File: src/rtl/core/bacrms_pkg.sv
// Shared widths, register indexes and state type of the batch AC RMS meter.
package bacrms_pkg;

   localparam int SAMPLE_BITS = 12;
   localparam int COUNT_BITS  = 16;

   localparam int MV_BITS       = 12;
   localparam int CH_BITS       = 4;
   localparam int LEN_BITS      = 16;
   localparam int RMS_BITS      = 12;
   localparam int REQ_DATA_BITS = 16;
   localparam int RSP_DATA_BITS = 16;
   localparam int CSR_ADDR_BITS = 3;
   localparam int CSR_DATA_BITS = 32;

   localparam int SUM_BITS   = SAMPLE_BITS + COUNT_BITS;
   localparam int SQ_BITS    = 2 * SAMPLE_BITS + COUNT_BITS;
   localparam int PROD_BITS  = SQ_BITS + COUNT_BITS;
   localparam int RAD_BITS   = PROD_BITS + 2;
   localparam int ROOT_BITS  = RAD_BITS / 2;
   localparam int REM_BITS   = ROOT_BITS + 2;
   localparam int NUM_BITS   = ROOT_BITS + 1;
   localparam int RDIV_BITS  = COUNT_BITS + 2;
   localparam int CMP_BITS   = COUNT_BITS + LEN_BITS;
   localparam int MSTEP_BITS = $clog2(SUM_BITS + 1);
   localparam int STEP_BITS  = $clog2(NUM_BITS + 1);

   localparam logic [LEN_BITS-1:0] LEN_RESET = LEN_BITS'(1000);
   localparam logic [CH_BITS-1:0]  CH_RESET  = '0;

   localparam logic REG_BATCH_LENGTH = 1'b0;
   localparam logic REG_EXP_CHANNEL  = 1'b1;

   localparam logic KIND_SAMPLE = 1'b0;
   localparam logic KIND_FAULT  = 1'b1;

   typedef enum logic [3:0] {
      ST_IDLE,
      ST_SQUARE,
      ST_UPDATE,
      ST_MUL_NS2,
      ST_MUL_S1S1,
      ST_DIFF,
      ST_ROOT,
      ST_PREP,
      ST_DIV,
      ST_EMIT
   } state_type;

   typedef struct packed {
      logic                  start;
      logic [MSTEP_BITS-1:0] steps;
   } mul_req_type;

   typedef struct packed {
      logic busy;
      logic done;
   } mul_sts_type;

endpackage

File: src/rtl/core/bacrms_mul.sv
// Bit-serial shift-and-add multiplier, one multiplier bit per cycle.
module bacrms_mul (
   input  logic                                 clock,
   input  logic                                 reset,
   input  bacrms_pkg::mul_req_type              mul_req,
   input  logic [bacrms_pkg::SQ_BITS-1:0]       mul_a,
   input  logic [bacrms_pkg::SUM_BITS-1:0]      mul_b,
   output bacrms_pkg::mul_sts_type              mul_sts,
   output logic [bacrms_pkg::PROD_BITS-1:0]     mul_product
);
   import bacrms_pkg::*;

   logic [PROD_BITS-1:0]  mcand_ff, mcand_in;
   logic [SUM_BITS-1:0]   mplier_ff, mplier_in;
   logic [PROD_BITS-1:0]  acc_ff, acc_in;
   logic [MSTEP_BITS-1:0] cnt_ff, cnt_in;
   logic                  done_ff, done_in;

   always_comb begin
      mcand_in  = mcand_ff;
      mplier_in = mplier_ff;
      acc_in    = acc_ff;
      cnt_in    = cnt_ff;
      done_in   = 1'b0;
      if (mul_req.start) begin
         mcand_in  = PROD_BITS'(mul_a);
         mplier_in = mul_b;
         acc_in    = '0;
         cnt_in    = mul_req.steps;
      end else if (cnt_ff != '0) begin
         if (mplier_ff[0]) begin
            acc_in = acc_ff + mcand_ff;
         end
         mcand_in  = {mcand_ff[PROD_BITS-2:0], 1'b0};
         mplier_in = {1'b0, mplier_ff[SUM_BITS-1:1]};
         cnt_in    = cnt_ff - MSTEP_BITS'(1);
         done_in   = (cnt_ff == MSTEP_BITS'(1));
      end
   end

   always_ff @(posedge clock) begin
      if (reset) begin
         cnt_ff  <= '0;
         done_ff <= 1'b0;
      end else begin
         cnt_ff  <= cnt_in;
         done_ff <= done_in;
      end
   end

   always_ff @(posedge clock) begin
      mcand_ff  <= mcand_in;
      mplier_ff <= mplier_in;
      acc_ff    <= acc_in;
   end

   assign mul_sts.busy = (cnt_ff != '0);
   assign mul_sts.done = done_ff;
   assign mul_product  = acc_ff;

endmodule

File: src/rtl/core/batch_ac_rms_meter.sv
// Top level of the batch AC RMS meter: accumulation, serial arithmetic and ports.
//
// Samples arrive on the req stream: tuser marks a fault item, tdata carries the
// channel tag and the millivolt sample. Samples of the selected channel are
// counted, summed and squared; faults mark the current batch as bad.
// When the count reaches the batch length, one item leaves on the rsp stream
// with the rounded AC RMS in tdata and the batch status in tuser.
// A fault item or a sample of another channel needs no arithmetic. A counted
// sample waits on the 12-step bit-serial squaring in the shared multiplier.
// The item that closes a good batch adds 16 and 28 multiplier steps,
// 29 square-root steps and 30 divider steps, all one bit per cycle.
// While a result waits on a stalled receiver in the output register, further
// samples are taken; the block only waits when the next result is ready.
// Reset loads a batch length of 1000 and channel 0, and empties the batch.
// The APB port writes batch_length at address 0 and expected_channel at 4.
module batch_ac_rms_meter (
   input  logic                                    clock,
   input  logic                                    reset,
   input  logic                                    req_tvalid,
   output logic                                    req_tready,
   input  logic [bacrms_pkg::REQ_DATA_BITS-1:0]    req_tdata,   // channel, sample_mv
   input  logic                                    req_tuser,   // req_type
   output logic                                    rsp_tvalid,
   input  logic                                    rsp_tready,
   output logic [bacrms_pkg::RSP_DATA_BITS-1:0]    rsp_tdata,   // rms_mv, zero fill
   output logic                                    rsp_tuser,   // batch_ok
   input  logic                                    csr_psel,
   input  logic                                    csr_penable,
   input  logic                                    csr_pwrite,
   input  logic [bacrms_pkg::CSR_ADDR_BITS-1:0]    csr_paddr,
   input  logic [bacrms_pkg::CSR_DATA_BITS-1:0]    csr_pwdata,
   output logic [bacrms_pkg::CSR_DATA_BITS-1:0]    csr_prdata,
   output logic                                    csr_pready
);
   import bacrms_pkg::*;

   state_type state_ff, state_in;

   logic [LEN_BITS-1:0]   len_ff, len_in;
   logic [CH_BITS-1:0]    chan_ff, chan_in;

   logic [COUNT_BITS-1:0] count_ff, count_in;
   logic [SUM_BITS-1:0]   sum_ff, sum_in;
   logic [SQ_BITS-1:0]    sq_ff, sq_in;
   logic                  good_ff, good_in;
   logic [SAMPLE_BITS-1:0] mv_ff, mv_in;

   logic [PROD_BITS-1:0]  p_ff, p_in;
   logic [RAD_BITS-1:0]   rad_ff, rad_in;
   logic [REM_BITS-1:0]   rem_ff, rem_in;
   logic [ROOT_BITS-1:0]  root_ff, root_in;
   logic [NUM_BITS-1:0]   num_ff, num_in;
   logic [RDIV_BITS-1:0]  rdiv_ff, rdiv_in;
   logic [STEP_BITS-1:0]  step_ff, step_in;

   logic                  rsp_valid_ff, rsp_valid_in;
   logic [RMS_BITS-1:0]   rsp_rms_ff, rsp_rms_in;
   logic                  rsp_ok_ff, rsp_ok_in;

   mul_req_type           mul_req;
   mul_sts_type           mul_sts;
   logic [SQ_BITS-1:0]    mul_a;
   logic [SUM_BITS-1:0]   mul_b;
   logic [PROD_BITS-1:0]  mul_product;

   logic                  req_fire;
   logic                  req_kind;
   logic [CH_BITS-1:0]    req_channel;
   logic [MV_BITS-1:0]    req_sample;
   logic                  take_sample;
   logic [COUNT_BITS-1:0] count_inc;
   logic                  batch_end;
   logic                  rsp_free;
   logic                  csr_write;

   logic [REM_BITS-1:0]   rem_shift, rem_trial;
   logic                  root_bit;
   logic [RDIV_BITS-1:0]  rdiv_shift, divisor;
   logic                  quot_bit;

   assign req_kind    = req_tuser;
   assign req_channel = req_tdata[CH_BITS-1:0];
   assign req_sample  = req_tdata[CH_BITS +: MV_BITS];
   assign req_fire    = req_tvalid && req_tready;
   assign take_sample = req_fire && (req_kind == KIND_SAMPLE) && (req_channel == chan_ff);

   assign count_inc = count_ff + COUNT_BITS'(1);
   assign batch_end = (CMP_BITS'(count_inc) >= CMP_BITS'(len_ff)) || (&count_inc);
   assign rsp_free  = !rsp_valid_ff || rsp_tready;

   bacrms_mul u_mul (
      .clock       (clock),
      .reset       (reset),
      .mul_req     (mul_req),
      .mul_a       (mul_a),
      .mul_b       (mul_b),
      .mul_sts     (mul_sts),
      .mul_product (mul_product)
   );

   // Next state.
   always_comb begin
      state_in = state_ff;
      unique case (state_ff)
         ST_IDLE: begin
            if (take_sample) begin
               state_in = ST_SQUARE;
            end
         end
         ST_SQUARE: begin
            if (mul_sts.done) begin
               state_in = ST_UPDATE;
            end
         end
         ST_UPDATE: begin
            priority if (!batch_end) begin
               state_in = ST_IDLE;
            end else if (good_ff) begin
               state_in = ST_MUL_NS2;
            end else begin
               state_in = ST_EMIT;
            end
         end
         ST_MUL_NS2: begin
            if (mul_sts.done) begin
               state_in = ST_MUL_S1S1;
            end
         end
         ST_MUL_S1S1: begin
            if (mul_sts.done) begin
               state_in = ST_DIFF;
            end
         end
         ST_DIFF: begin
            state_in = ST_ROOT;
         end
         ST_ROOT: begin
            if (step_ff == STEP_BITS'(1)) begin
               state_in = ST_PREP;
            end
         end
         ST_PREP: begin
            state_in = ST_DIV;
         end
         ST_DIV: begin
            if (step_ff == STEP_BITS'(1)) begin
               state_in = ST_EMIT;
            end
         end
         ST_EMIT: begin
            if (rsp_free) begin
               state_in = ST_IDLE;
            end
         end
         default: begin
            state_in = ST_IDLE;
         end
      endcase
   end

   // Control outputs.
   always_comb begin
      req_tready    = 1'b0;
      mul_req.start = 1'b0;
      mul_req.steps = MSTEP_BITS'(SAMPLE_BITS);
      mul_a         = SQ_BITS'(mv_in);
      mul_b         = SUM_BITS'(mv_in);
      unique case (state_ff)
         ST_IDLE: begin
            req_tready    = 1'b1;
            mul_req.start = take_sample;
         end
         ST_UPDATE: begin
            mul_req.start = batch_end && good_ff;
            mul_req.steps = MSTEP_BITS'(COUNT_BITS);
            mul_a         = sq_in;
            mul_b         = SUM_BITS'(count_in);
         end
         ST_MUL_NS2: begin
            mul_req.start = mul_sts.done;
            mul_req.steps = MSTEP_BITS'(SUM_BITS);
            mul_a         = SQ_BITS'(sum_ff);
            mul_b         = sum_ff;
         end
         default: begin
            mul_req.start = 1'b0;
         end
      endcase
   end

   // Square-root and divider steps.
   always_comb begin
      rem_shift  = {rem_ff[REM_BITS-3:0], rad_ff[RAD_BITS-1 -: 2]};
      rem_trial  = {root_ff, 2'b01};
      root_bit   = (rem_shift >= rem_trial);
      divisor    = RDIV_BITS'({count_ff, 1'b0});
      rdiv_shift = {rdiv_ff[RDIV_BITS-2:0], num_ff[NUM_BITS-1]};
      quot_bit   = (rdiv_shift >= divisor);
   end

   // Datapath next values.
   always_comb begin
      count_in     = count_ff;
      sum_in       = sum_ff;
      sq_in        = sq_ff;
      good_in      = good_ff;
      mv_in        = mv_ff;
      p_in         = p_ff;
      rad_in       = rad_ff;
      rem_in       = rem_ff;
      root_in      = root_ff;
      num_in       = num_ff;
      rdiv_in      = rdiv_ff;
      step_in      = step_ff;
      rsp_valid_in = rsp_valid_ff && !rsp_tready;
      rsp_rms_in   = rsp_rms_ff;
      rsp_ok_in    = rsp_ok_ff;
      unique case (state_ff)
         ST_IDLE: begin
            mv_in = SAMPLE_BITS'(req_sample);
            if (req_fire && (req_kind == KIND_FAULT)) begin
               good_in = 1'b0;
            end
         end
         ST_UPDATE: begin
            count_in = count_inc;
            sum_in   = sum_ff + SUM_BITS'(mv_ff);
            sq_in    = sq_ff + SQ_BITS'(mul_product);
         end
         ST_MUL_NS2: begin
            if (mul_sts.done) begin
               p_in = mul_product;
            end
         end
         ST_DIFF: begin
            if (p_ff >= mul_product) begin
               rad_in = {p_ff - mul_product, 2'b00};
            end else begin
               rad_in = '0;
            end
            rem_in  = '0;
            root_in = '0;
            step_in = STEP_BITS'(ROOT_BITS);
         end
         ST_ROOT: begin
            rad_in  = {rad_ff[RAD_BITS-3:0], 2'b00};
            rem_in  = root_bit ? (rem_shift - rem_trial) : rem_shift;
            root_in = {root_ff[ROOT_BITS-2:0], root_bit};
            step_in = step_ff - STEP_BITS'(1);
         end
         ST_PREP: begin
            num_in  = NUM_BITS'(root_ff) + NUM_BITS'(count_ff);
            rdiv_in = '0;
            step_in = STEP_BITS'(NUM_BITS);
         end
         ST_DIV: begin
            rdiv_in = quot_bit ? (rdiv_shift - divisor) : rdiv_shift;
            num_in  = {num_ff[NUM_BITS-2:0], quot_bit};
            step_in = step_ff - STEP_BITS'(1);
         end
         ST_EMIT: begin
            if (rsp_free) begin
               rsp_valid_in = 1'b1;
               rsp_rms_in   = good_ff ? RMS_BITS'(num_ff) : '0;
               rsp_ok_in    = good_ff;
               count_in     = '0;
               sum_in       = '0;
               sq_in        = '0;
               good_in      = 1'b1;
            end
         end
         default: begin
            step_in = step_ff;
         end
      endcase
   end

   // Register file.
   assign csr_write = csr_psel && csr_penable && csr_pwrite && csr_pready;

   always_comb begin
      len_in  = len_ff;
      chan_in = chan_ff;
      if (csr_write) begin
         unique case (csr_paddr[2])
            REG_BATCH_LENGTH: len_in  = csr_pwdata[LEN_BITS-1:0];
            REG_EXP_CHANNEL:  chan_in = csr_pwdata[CH_BITS-1:0];
            default:          len_in  = len_ff;
         endcase
      end
   end

   always_comb begin
      unique case (csr_paddr[2])
         REG_BATCH_LENGTH: csr_prdata = CSR_DATA_BITS'(len_ff);
         REG_EXP_CHANNEL:  csr_prdata = CSR_DATA_BITS'(chan_ff);
         default:          csr_prdata = '0;
      endcase
   end

   assign csr_pready = 1'b1;

   always_ff @(posedge clock) begin
      if (reset) begin
         state_ff     <= ST_IDLE;
         len_ff       <= LEN_RESET;
         chan_ff      <= CH_RESET;
         count_ff     <= '0;
         sum_ff       <= '0;
         sq_ff        <= '0;
         good_ff      <= 1'b1;
         step_ff      <= '0;
         rsp_valid_ff <= 1'b0;
      end else begin
         state_ff     <= state_in;
         len_ff       <= len_in;
         chan_ff      <= chan_in;
         count_ff     <= count_in;
         sum_ff       <= sum_in;
         sq_ff        <= sq_in;
         good_ff      <= good_in;
         step_ff      <= step_in;
         rsp_valid_ff <= rsp_valid_in;
      end
   end

   always_ff @(posedge clock) begin
      mv_ff      <= mv_in;
      p_ff       <= p_in;
      rad_ff     <= rad_in;
      rem_ff     <= rem_in;
      root_ff    <= root_in;
      num_ff     <= num_in;
      rdiv_ff    <= rdiv_in;
      rsp_rms_ff <= rsp_rms_in;
      rsp_ok_ff  <= rsp_ok_in;
   end

   assign rsp_tvalid = rsp_valid_ff;
   assign rsp_tdata  = RSP_DATA_BITS'(rsp_rms_ff);
   assign rsp_tuser  = rsp_ok_ff;

   // A bad batch always reports zero.
   assert property (@(posedge clock) disable iff (reset)
      (rsp_tvalid && !rsp_tuser) |-> (rsp_tdata == '0))
      else $error("bad batch reported a non-zero level");

   // A batch can only close with at least one counted sample.
   assert property (@(posedge clock) disable iff (reset)
      (state_ff == ST_EMIT) |-> (count_ff != '0))
      else $error("batch closed with an empty count");

   // The multiplier only finishes while the sequencer waits for it.
   assert property (@(posedge clock) disable iff (reset)
      mul_sts.done |-> (state_ff == ST_SQUARE || state_ff == ST_MUL_NS2 ||
                        state_ff == ST_MUL_S1S1))
      else $error("multiplier finished outside a multiply state");

   // The multiplier is idle whenever a new item can be taken.
   assert property (@(posedge clock) disable iff (reset)
      req_tready |-> !mul_sts.busy)
      else $error("item taken while the multiplier was busy");

endmodule

File: config.mk
export PLATFORM = sky130hd
export DESIGN_NAME = batch_ac_rms_meter
export DESIGN_NICKNAME = d
export VERILOG_FILES = /design/src/rtl/core/bacrms_pkg.sv /design/src/rtl/core/bacrms_mul.sv /design/src/rtl/core/batch_ac_rms_meter.sv
export SDC_FILE = /design/constraint.sdc
export NUM_CORES = 1
export LEC_CHECK = 0
export BUFFER_PORTS_ARGS = -buffer_cell sky130_fd_sc_hd__buf_2
export CORE_MARGIN = 2
export CORE_UTILIZATION = 59
export CTS_CLUSTER_SIZE = 24
export DETAILED_ROUTE_END_ITERATION = 12
export GPL_ROUTABILITY_DRIVEN = 0
export PLACE_DENSITY = 0.76
export SYNTH_ARGS = -nofsm -noshare
export SYNTH_HDL_FRONTEND = slang
export SYNTH_SLANG_ARGS = --single-unit
export TNS_END_PERCENT = 30
File: constraint.sdc
create_clock -name clock -period 10.2 [get_ports clock]
set_clock_uncertainty 0.05 [all_clocks]
set_input_delay 2.04 -clock clock [delete_from_list [all_inputs] [get_ports clock]]
set_output_delay 2.04 -clock clock [all_outputs]
set_load 0.02 [all_outputs]
; ---- Yosys cells after proc, flatten, opt, wreduce, memory -nomap -nowiden
; Cells that the tools add are included.
[word_totals]
reg_bits = 505
in_bits = 59
wordCells = 135
[classes]
addsub = 10
n_lt_le_gt_ge = 4
n_eq_ne = 20
mux = 43
n_bitwise = 3
n_reduce_logical = 31
[ops]
columns = operator, count
row1 = $pmux 40 s2, 2
row2 = $mux 40, 3
row3 = $pmux 29 s2, 2
row4 = $pmux 58 s2, 1
row5 = $pmux 28 s2, 2
row6 = $mux 28, 3
row7 = $pmux 32 s2, 1
row8 = $pmux 30 s2, 1
row9 = $mux 58, 1
row10 = $add 56x56->56, 1
row11 = $ge 56x56->1, 1
row12 = $sub 56x56->56, 1
row13 = $add 40x40->40, 1
row14 = $pmux 4 s10, 1
row15 = $mux 4, 9
row16 = $pmux 17 s2, 1
row17 = $pmux 16 s2, 1
row18 = $ge 31x31->1, 1
row19 = $add 29x16->30, 1
row20 = $mux 29, 1
row21 = $sub 29x29->29, 1
row22 = $add 28x12->28, 1
row23 = $ge 18x17->1, 1
row24 = $mux 17, 1
row25 = other kinds (34), 72

; ---- Logic depth before layout (Yosys ltp)
[depth]
depth_word = 7
ltp_mapped = 17
ltp_nobuf = 15

; ---- Cells and area by module
; A second synthesis with hierarchy kept.
[hier_totals]
hier_cells = 3707
hier_area_um2 = 33293.2
[modules_own_cells]
columns = module, instances, cells_per_inst, area_each_um2
row1 = batch_ac_rms_meter, 1, 2758, 24463.5
row2 = bacrms_mul, 1, 949, 8829.7

; ---- Worst setup path before layout
; No wires, ideal clock.
[synth_timing]
kind = flip-flop to flip-flop
start = reg state_ff[0]
end = reg rad_ff[10], enable pin
setup_time_ps = 625
t_arrival_ps = 6507
required_ps = 9525
path_slack_ps = 3018
stages_incl_launch_ff = 5
period_less_slack_ps = 7182
path_cell_list = dfxtp_1 -> clkbuf_1 -> clkbuf_1 -> nand2_1 -> a21oi_1
[synth_between]
elab_chain_len = 2
elab_cells_between_ends = 3
[synth_rtl]
columns = item, line
row1 = start: declaration, batch_ac_rms_meter.sv:37  ; state_type state_ff, state_in;
row2 = start signal: assignment, batch_ac_rms_meter.sv:315  ; state_ff <= state_in;
row3 = $eq 4x3->1, batch_ac_rms_meter.sv:218  ; unique case (state_ff)
row4 = $reduce_bool 2->1 (no line) *, --
row5 = end signal: assignment, batch_ac_rms_meter.sv:330  ; rad_ff <= rad_in;
row6 = end: declaration, batch_ac_rms_meter.sv:49  ; logic [RAD_BITS-1:0] rad_ff, rad_in;
; Mark *: on every way between the ends. The rest lies on a longest branch, timed or not.
; A chain may end at the register's enable or synchronous reset.

; ---- Final worst setup path
[layout_timing]
start = reg count_ff[7]
end = reg u_mul.mcand_ff[3], enable pin
[layout_between]
elab_chain_len = 6
elab_cells_between_ends = 7
[layout_rtl]
columns = item, line
row1 = start: declaration, batch_ac_rms_meter.sv:42  ; logic [COUNT_BITS-1:0] count_ff, count_in;
row2 = start signal: assignment, batch_ac_rms_meter.sv:318  ; count_ff <= count_in;
row3 = $add 16x1->16 *, batch_ac_rms_meter.sv:87  ; assign count_inc = count_ff + COUNT_BITS'(1);
row4 = $ge 16x16->1 or $reduce_and 16->1 (tied branches), batch_ac_rms_meter.sv:88  ; assign batch_end = (CMP_BITS'(count_inc) >= CMP_BITS'(len_ff)) || (&count_inc);
row5 = $logic_or 1x1->1 *, batch_ac_rms_meter.sv:88
row6 = $logic_and 1x1->1 *, batch_ac_rms_meter.sv:174  ; mul_req.start = batch_end && good_ff;
row7 = $pmux 1 s3 *, batch_ac_rms_meter.sv:168  ; unique case (state_ff)
row8 = $reduce_bool 2->1 (no line) *, --
row9 = end signal: assignment, bacrms_mul.sv:52  ; mcand_ff <= mcand_in;
row10 = end: declaration, bacrms_mul.sv:13  ; logic [PROD_BITS-1:0] mcand_ff, mcand_in;
; Marked as above.

==> run_results.csv <==
group,metric,value,unit
status,status,"finished, final reports clean",
pwr,power_density,280.6,mW/mm^2
routing,wl_per_cell,17.68,um
floorplan,die_h,238.9,um
worst_setup_path,slowest_stage,"buf_4",
sta,period_needed,5.027,ns
final_layout,area_growth,8.024,%
sta,finalHoldViolCount,0,
yosys,synth_area,0.03254,sq mm
global_route,antenna_found_initial,0,
pwr,seqPwrFrac,31.9,%
cts,post_cts_buffers,0,
worst_setup_path,critPathBufInv,2,
worst_setup_path,cp_max_fo,68,
pwr,clock_power_share,20.9,%
yosys,ys.flop_type,"edfxtp_1",
placement,dp_hpwl,54960,um
sta,finalSetupViolations,0,
sta,slew_violations,0,
placement,place.port_buffers,71,
pwr,p_sw,3.968,mW
routing,vias_per_cell,6.040,
yosys,yosysSeqAreaShare,40.11,%
cts,cts_buffer_depth,3,
final_layout,fin_area,0.03516,sq mm
floorplan,coreArea,0.05477,sq mm
worst_setup_path,crit_chain,"and3_1 -> nand3_1 -> nor3_1 -> and4_1 -> nand3_1 -> xnor2_2 -> ha_1 -> and4_1 -> o21ai_0 -> o21ai_2 -> and3_1 -> nor2_2 -> buf_4 -> nand2_2 -> buf_4",
yosys,ys_seq_elements,503,
cts,cts_tree,"built",
sta,rsz0062_at_grt,"no",
floorplan,die_area,0.05705,sq mm
worst_setup_path,path_class,"reg2reg",
pwr,peakVddDrop,0.1754,mV
cts,clock_latency,0.62,ns
floorplan,ios,111,
yosys,synthArstFlopShare,0,%
worst_setup_path,crit_path_end_kind,"register",
final_layout,final_common_cell,"a21oi_1",
cts,clock_sinks,503,
placement,dpl_cell_area,0.03329,sq mm
final_layout,drive_above_1_share,7.014,%
worst_hold_path,hold_class,"reg2reg",
sta,fin_crit_sh,49.28,%
floorplan,dieWidth,238.9,um
job,drv_cap,0,
yosys,synthCells,3630,
routing,drtPass1Iterations,6,
yosys,syn_avg_cell_area,8.965,sq um
global_route,grt_use_total,26.82,%
routing,drc,0,
cts,ctsResizeCount,0,
cts,cts_inserted_buffers,56,
yosys,ys_warn_count,0,
pwr,pwr-share-comb,47.2,%
floorplan,rows,86,
routing,vias,26382,
pwr,p_int,5.897,mW
sta,max_freq,198.9,MHz
pwr,p_total,9.865,mW
cts,cts.clk_slew.worst_paths,0.06,ns
worst_setup_path,crit_arrival,5.21,ns
global_route,grt_max_degree,90,
sta,finalSetupTns,0,ns
sta,tightest_slew,1.112,ns
yosys,synth_edf_count,298,
sta,relSlewSlack,25.71,%
cts,cts-hold-fix-buffers,0,
global_route,grt_overflow,0,
yosys,yosysUniqueCellTypes,92,
global_route,grt_first_pass_wirelength,125600,um
routing,drt_iter0_markers,2230,
floorplan,initial_core_util,59.42,%
routing,finalWirelength,77220,um
final_layout,layout_common_cells,"a21oi_1 (374), nor2_1 (363), nand2_1 (338)",
worst_setup_path,required,10.38,ns
cts,cts_root_buf,"clkbuf_16",
final_layout,nets,3930,
worst_setup_path,max_stage_delay,0.72,ns
worst_setup_path,crit_family,"simple AND/OR/NAND/NOR gates",
worst_setup_path,worstSetupStartpointType,"register",
routing,ant_nets,0,
cts,htree_levels,2,
global_route,grt_pass1_vias,24762,
final_layout,n_antenna_cell,0,
pwr,p_leak,14.54,nW
pwr,sw_frac_of_total,40.22,%
[worst reg2reg max path: stages (launching register included)]
cell,delay (ns)
dfxtp_1,0.52
and3_1,0.27
nand3_1,0.14
nor3_1,0.26
and4_1,0.33
nand3_1,0.14
xnor2_2,0.20
ha_1,0.31
and4_1,0.18
o21ai_0,0.10
o21ai_2,0.30
and3_1,0.64
nor2_2,0.05
buf_4,0.27
nand2_2,0.11
buf_4,0.72
[area by class of cell]
class	count	area, sq um
sequential	503	13050
inverter	195	732.0
clock inverter	25	266.5
clock buffer	80	1595
fill	4633	19620
multi-input combinational	2762	18060
tap	704	880.8
timing repair buffer	99	568.0
[synth_stat cells, types with 35 or more instances]
cell / instances / area share (%)
a21oi_1: 376 / 5.8
nor2_1: 364 / 4.2
nand2_1: 341 / 3.9
edfxtp_1: 298 / 27
ha_1: 248 / 9.5
dfxtp_1: 205 / 13
o21ai_0: 203 / 3.1
inv_1: 195 / 2.2
xnor2_1: 144 / 3.9
a21o_1: 137 / 3.2
clkbuf_1: 130 / 1.5
nand3_1: 95 / 1.5
xor2_1: 95 / 2.6
a22o_1: 54 / 1.5
nor3_1: 54 / 0.83
nor2b_1: 46 / 0.88
mux2i_1: 40 / 1.2
a22oi_1: 39 / 0.90
and3_1: 39 / 0.75
nand2b_1: 39 / 0.75
nand4_1: 39 / 0.75
o211ai_1: 35 / 0.81
[power by group through the flow]
stage / combinational [mW] / sequential [mW] / clock [mW]
after floorplan: 3.74 / 3.03 / 0
after global placement: 4.49 / 3.17 / 0
after detailed placement: 4.57 / 3.18 / 0
after CTS: 4.60 / 3.14 / 2.09
after global routing: 5.21 / 3.19 / 2.16
final: 4.66 / 3.15 / 2.06
[state kept, by name, summed over array words and instances (netlist names), 5 cells and up]
register and flops:
rad_ff 56, rem_ff 29, u_mul.mcand_ff 56, u_mul.cnt_ff 5
u_mul.mplier_ff 28, root_ff 29, sum_ff 28, rsp_rms_ff 12
rdiv_ff 17, count_ff 16, num_ff 30, step_ff 5
sq_ff 40, len_ff 16, u_mul.mul_product 56, mv_ff 12
p_ff 56
[path summary, 6_finish.rpt]
kind                         start                 to  slack (ns)  depth (start not counted)
max                    count_ff[7]  u_mul.mcand_ff[3]        5.17                         15
min          u_mul.mul_product[55]           p_ff[55]        0.38                          0
max reg2reg            count_ff[7]  u_mul.mcand_ff[3]        5.17                         15
min reg2reg  u_mul.mul_product[55]           p_ff[55]        0.38                          0
[routing by layer]
layer / track usage, % / part of all wire, % / vias to the layer above
met5: 0 / 0 / -
met2: 43.85 / 46 / 721
met1: 37.63 / 46 / 12504
met4: 7.955 / 2.5 / 0
met3: 2.921 / 5.3 / 110
li1: - / - / 13047
[kinds of logic (layout without fill, tap and decap cells)]
group,after synthesis,after routing,synth area share (%)
flip-flops,503,503,40.11
adder cells (fa/ha/maj),254,254,9.904
other,2,21,0.02308
AND/OR/NAND/NOR,1111,1111,15.60
XOR/XNOR,240,240,6.482
multiplexers,55,55,1.749
AO/OA/AOI/OAI,1081,1081,21.26
buffers and inverters,384,399,4.879
[through the flow]
| step | cells | util [%] | setup WS, ns | hold WS (ns) |
|---|---|---|---|---|
| after floorplan | 3649 | - | 3.018 | 0.3582 |
| after global placement | 4263 | 60.79 | 5.200 | 0.3605 |
| after detailed placement | 4263 | 60.79 | 5.194 | 0.3727 |
| after CTS | 4368 | 64.19 | 5.193 | 0.3849 |
| after global routing | 4368 | 64.19 | 4.933 | 0.4019 |
| final | 4368 | 64.19 | 5.173 | 0.3814 |
No activity file was read; power rests on OpenSTA's default activity.
